`src/rtl/core/cbz_pkg.sv`:
```
`default_nettype none

package cbz_pkg;

  localparam int NLANE  = 3;   // x, y, z
  localparam int NPT    = 4;   // control points
  localparam int NCELL  = 3;   // Horner steps of a cubic
  localparam int T_W    = 17;  // t in Q0.16, up to 1.0
  localparam int TFRAC  = 16;
  localparam int CRD_W  = 16;  // Q11.4 coordinate
  localparam int PT_W   = NLANE * CRD_W;
  localparam int C_W    = 20;  // power-basis coefficient
  localparam int ACC_W  = 54;  // running Horner value between cells
  localparam int LO_W   = 26;  // low split of the running value
  localparam int HI_W   = ACC_W - LO_W;
  localparam int SUM_W  = 64;  // exact Q11.52 sum
  localparam int FRAC_SH = 3 * TFRAC;
  localparam int CFG_AW = 3;

  typedef logic [T_W-1:0]          tpar_t;
  typedef logic [PT_W-1:0]         pt_t;
  typedef logic signed [C_W-1:0]   coef_t;
  typedef logic signed [ACC_W-1:0] acc_t;
  typedef logic signed [SUM_W-1:0] sum_t;
  typedef logic [CFG_AW-1:0]       reg_idx_t;

  localparam tpar_t T_ONE = tpar_t'(1) << TFRAC;

  localparam reg_idx_t REG_POINT0 = 3'd0;
  localparam reg_idx_t REG_POINT1 = 3'd1;
  localparam reg_idx_t REG_POINT2 = 3'd2;
  localparam reg_idx_t REG_POINT3 = 3'd3;

  localparam pt_t PT_RESET [NPT] = '{
    48'd52491136, 48'd314636736, 48'd4116711776, 48'd41945280
  };

  function automatic coef_t crd_ext(input logic [CRD_W-1:0] c);
    return {{(C_W-CRD_W){c[CRD_W-1]}}, c};
  endfunction

endpackage

`default_nettype wire

```
`src/rtl/core/cbz_coef.sv`:
```
`default_nettype none

// Bernstein control points -> power-basis coefficients, per lane:
// c0 = P0, c1 = 3(P1-P0), c2 = 3(P0-2P1+P2), c3 = P3-P0+3(P1-P2)
module cbz_coef import cbz_pkg::*; (
  input  pt_t   pts  [NPT],
  output coef_t coef [NPT][NLANE]
);

  coef_t p0 [NLANE];
  coef_t p1 [NLANE];
  coef_t p2 [NLANE];
  coef_t p3 [NLANE];
  coef_t d1 [NLANE];
  coef_t d2 [NLANE];
  coef_t d3 [NLANE];

  always_comb begin
    for (int l = 0; l < NLANE; l++) begin
      p0[l] = crd_ext(pts[0][l*CRD_W +: CRD_W]);
      p1[l] = crd_ext(pts[1][l*CRD_W +: CRD_W]);
      p2[l] = crd_ext(pts[2][l*CRD_W +: CRD_W]);
      p3[l] = crd_ext(pts[3][l*CRD_W +: CRD_W]);
      d1[l] = p1[l] - p0[l];
      d2[l] = p0[l] - (p1[l] <<< 1) + p2[l];
      d3[l] = p1[l] - p2[l];
      coef[0][l] = p0[l];
      coef[1][l] = (d1[l] <<< 1) + d1[l];
      coef[2][l] = (d2[l] <<< 1) + d2[l];
      coef[3][l] = p3[l] - p0[l] + (d3[l] <<< 1) + d3[l];
    end
  end

endmodule

`default_nettype wire

```
`config.mk`:
```
export PLATFORM = sky130hd
export DESIGN_NAME = cbz_coef
export DESIGN_NICKNAME = d
export VERILOG_FILES = /design/src/rtl/core/cbz_pkg.sv /design/src/rtl/core/cbz_coef.sv
export SDC_FILE = /design/constraint.sdc
export NUM_CORES = 1
export LEC_CHECK = 0
export ABC_AREA = 1
export BUFFER_PORTS_ARGS = -buffer_cell sky130_fd_sc_hd__buf_2
export CAP_MARGIN = 20
export CORE_ASPECT_RATIO = 1.5
export CORE_MARGIN = 2
export CORE_UTILIZATION = 59
export DETAILED_ROUTE_END_ITERATION = 10
export GPL_TIMING_DRIVEN = 0
export MAX_ROUTING_LAYER = met4
export PLACE_DENSITY = 0.85
export SYNTH_ARGS = -nofsm -noshare
export SYNTH_HDL_FRONTEND = slang
export SYNTH_SLANG_ARGS = --single-unit
```
`constraint.sdc`:
```
create_clock -name vclk -period 6.5
set_input_delay 1.3 -clock vclk [all_inputs]
set_output_delay 1.3 -clock vclk [all_outputs]
set_load 0.05 [all_outputs]
```
# --- After elaboration in Yosys (flattened, before gate mapping) ---
# Index checks and enable logic that the tools add are counted.
word_totals:
  regBits: 0
  out_inout_bits: 240
  word_cells: 27
  input_bits: 192
classes:
  add_sub_neg: 27
ops:
  columns: ["operator", "n"]
  rows:
  - ["$sub 16x16->17", 9]
  - ["$add 20x20->20", 4]
  - ["$add 18x16->19", 3]
  - ["$sub 16x17->18", 3]
  - ["$add 19x17->20", 2]
  - ["$add 20x19->20", 2]
  - ["$add 17x18->19", 2]
  - ["$add 18x17->19", 2]

# --- Longest topological paths before layout ---
depth:
  word_depth: 3
  ltp_mapped: 25
  ltp_nobuf: 25

# --- Worst setup path before layout ---
# No wires, ideal clock.
synth_path:
  path_kind: "in2out"
  startpoint: "input pts[96] (netlist name)"
  endpoint: "output coef[51] (netlist name)"
  arrival_ns: 5.088
  required_time_ns: 5.200
  path_stages: 18
  path_buffers: 0
  setup_slack_ns: 0.112
  path_cell_list: "inv_1 ha_1 fa_1 o21ai_2 nand3_1 nand2_1 xnor2_1 inv_1 fa_1 inv_1 fa_1 inv_1 ha_1 nand2_1 nor2_1 nand3_1 nand3_1 xor2_1"
synth_rtl:
  columns: ["element", "line_no", "source"]
  rows:
  - ["from (decl)", "cbz_coef.sv:6", "input pt_t pts [NPT],"]
  - ["to (decl)", "cbz_coef.sv:7", "output coef_t coef [NPT][NLANE]"]

==> qor.yml <==
finish:
  drive_gt1_share_pct: 15.51
  register_area_um2: 0
  fillers: 3490
  final_area_um2: 25210
  sequential_cell_total: 0
  final_nets: 4796
  clock_buffers: 0
  area_growth_pct: 15.56
global_route:
  grt_max_degree: 11
  overflow: 0
  track_usage_pct: 35.10
  grt_pass1_wl_um: 108100
  grt_pass1_vias: 23192
  grt_antenna_before_repair: 16
logic_synthesis:
  synth_area_um2: 21820
  avgSynthCellArea_um2: 5.920
  ys_warn_count: 0
  synth_cell_type_count: 35
  syn_nets: 4358
  yosysSeqAreaShare_pct: 0
  netlist_instances: 3685
floorplanning:
  die-width_um: 161.0
  die_h_um: 239.5
  initial_core_util_pct: 59.63
  die-area_um2: 38560
  core_um2: 36590
  ioPinCount: 432
  row_count: 86
sta:
  period_share_pct: 98.44
  tightest_slew_ns: 0.4763
  slew_headroom_pct: 68.02
  fin_ws_ns: 0.1013
  layout_min_cycle_time_ns: 6.399
  drv_slew: 0
  fmax_ghz: 0.1563
  setup_viol: 0
  whs_ns: 3.018
  finalHoldViolCount: 0
  rsz0062_at_grt: "true"
setup_path:
  crit_type: "in2out"
  path_max_fanout: 4
  start_kind: "input pin"
  cp.arrival_ns: 5.10
  endpoint_kind: "output pin"
  crit_required_ns: 5.20
cts:
  ctsHoldBuffers: 0
hold_path:
  hold_start: "pts[171]"
  min_to: "coef[211]"
  whs_path_depth: 3
  hold_class: "in2out"
drt:
  drt_first_pass_iters: 6
  finalWirelength_um: 69680
  drc: 0
  wire_per_inst_um: 15.08
  routed-via-count: 24926
  first_iter_violations: 1222
  via_per_inst: 5.394
  ant_nets: 0
placed_design:
  numPortBuffers: 432
  pre_cts_slack_ns: -0.2198
  placed_area_um2: 24580
  hpwlAfterDp_um: 61980
  gp_congestion: 1.004
run_status:
  status: "finished, final reports clean"
run:
  cap_violations: 0
## through the flow
stage               setup TNS (ns)  cells  util (%)
floorplan                        0   3685         -
global placement            -1.490   4601     67.20
detailed placement          -1.940   4601     67.20
CTS                              0   4601     67.39
global route               -0.6636   4620     68.90
finish                           0   4621     68.91
## routing by layer
layer	global-route usage (%)	vias to the layer above	part of all wire, %
li1	-	12601	-
met3	3.100	226	4.9
met4	18.29	0	6.0
met1	35.92	11290	37
met5	-	-	0
met2	66.22	809	52
## synth_stat cells, types with 3 or more instances
| cell type | instances | area, um2 |
|---|---|---|
| o21ai_1 | 11 | 55.05 |
| xnor2_1 | 46 | 402.9 |
| nand4_1 | 22 | 137.6 |
| nor2_1 | 301 | 1130 |
| fa_1 | 148 | 2963 |
| o21bai_1 | 30 | 225.2 |
| nand2_2 | 15 | 93.84 |
| nand3b_1 | 11 | 82.58 |
| nor3_1 | 13 | 65.06 |
| ha_1 | 333 | 4167 |
| a21oi_1 | 310 | 1551 |
| and2_1 | 4 | 25.02 |
| buf_4 | 63 | 473.0 |
| a31oi_1 | 4 | 25.02 |
| nand2_1 | 1098 | 4121 |
| o21ai_0 | 85 | 425.4 |
| a21o_1 | 53 | 397.9 |
| nand3_1 | 285 | 1426 |
| or2_1 | 3 | 18.77 |
| nand3_2 | 11 | 110.1 |
| nor4_1 | 20 | 125.1 |
| inv_2 | 7 | 26.28 |
| o31ai_1 | 4 | 30.03 |
| xor2_1 | 111 | 972.2 |
| a21boi_0 | 3 | 22.52 |
| o21ai_2 | 12 | 105.1 |
| inv_1 | 671 | 2519 |
## how the worst max path moves through the flow
stage / to / slack (ns) / from / cells after the start
2_1_floorplan: coef[51] / 0.11 / pts[96] / 18
3_3_place_gp: coef[30] / -0.19 / pts[112] / 20
3_5_place_dp: coef[30] / -0.22 / pts[112] / 20
4_1_cts: coef[54] / 0.03 / pts[96] / 23
5_1_grt: coef[58] / -0.12 / pts[96] / 24
6_report: coef[53] / 0.10 / pts[96] / 23
## cell type report
cell class                 count  area [um2]  share of cell area, %
antenna                       16       40.04                 0.1588
buffer                        63       473.0                  1.876
inverter                     678        2545                  10.09
multi-input combinational   2944       19270                  76.43
tap                          484       605.6                  2.402
timing repair buffer         436        2278                  9.038
## worst max-delay path, cell delays in order
cell and delay, ns:
buf_2 0.10, inv_1 0.06, ha_2 0.19, fa_2 0.43, o21ai_4 0.20, nand2_1 0.11, nand2_4 0.11, a21oi_1 0.08
nand2_1 0.08, nand2_1 0.08, fa_1 0.50, inv_1 0.06, fa_1 0.51, inv_1 0.05, ha_2 0.37, nand2_1 0.12
inv_1 0.07, nand2_1 0.05, nand2_1 0.09, inv_1 0.07, a21o_1 0.17, nand2_1 0.08, buf_4 0.20
## logic make-up (layout without fill, tap and decap cells)
family | after synthesis | after routing | synth area share (%)
XOR/XNOR | 159 | 159 | 6.452
other | 0 | 16 | 0
adder cells (fa/ha/maj) | 481 | 481 | 32.68
AO/OA/AOI/OAI | 515 | 515 | 13.16
buffers and inverters | 741 | 1177 | 13.83
AND/OR/NAND/NOR | 1789 | 1789 | 33.87
## cells in the final DEF (no fill, tap or decap), drive strengths merged, types with 21 or more instances in the layout
master | synthesis | final
o21ai | 109 | 109
nand2 | 1113 | 1113
o21bai | 30 | 30
nand4 | 22 | 22
nand3 | 296 | 296
inv | 678 | 678
a21oi | 312 | 312
ha | 333 | 333
fa | 148 | 148
a21o | 53 | 53
buf | 63 | 498
nor2 | 302 | 302
xnor2 | 46 | 46
xor2 | 113 | 113
nor4 | 21 | 21
## timing repair
item | 4_1_cts | 5_1_grt
buffers inserted | 0 | 4
pin swaps | 2 | 18
setup endpoints to repair | 16 | 24
resized for setup | 22 | 111
Power is not shown: default switching activity piles up to over one toggle a cycle in this logic, so the estimate is an artifact.
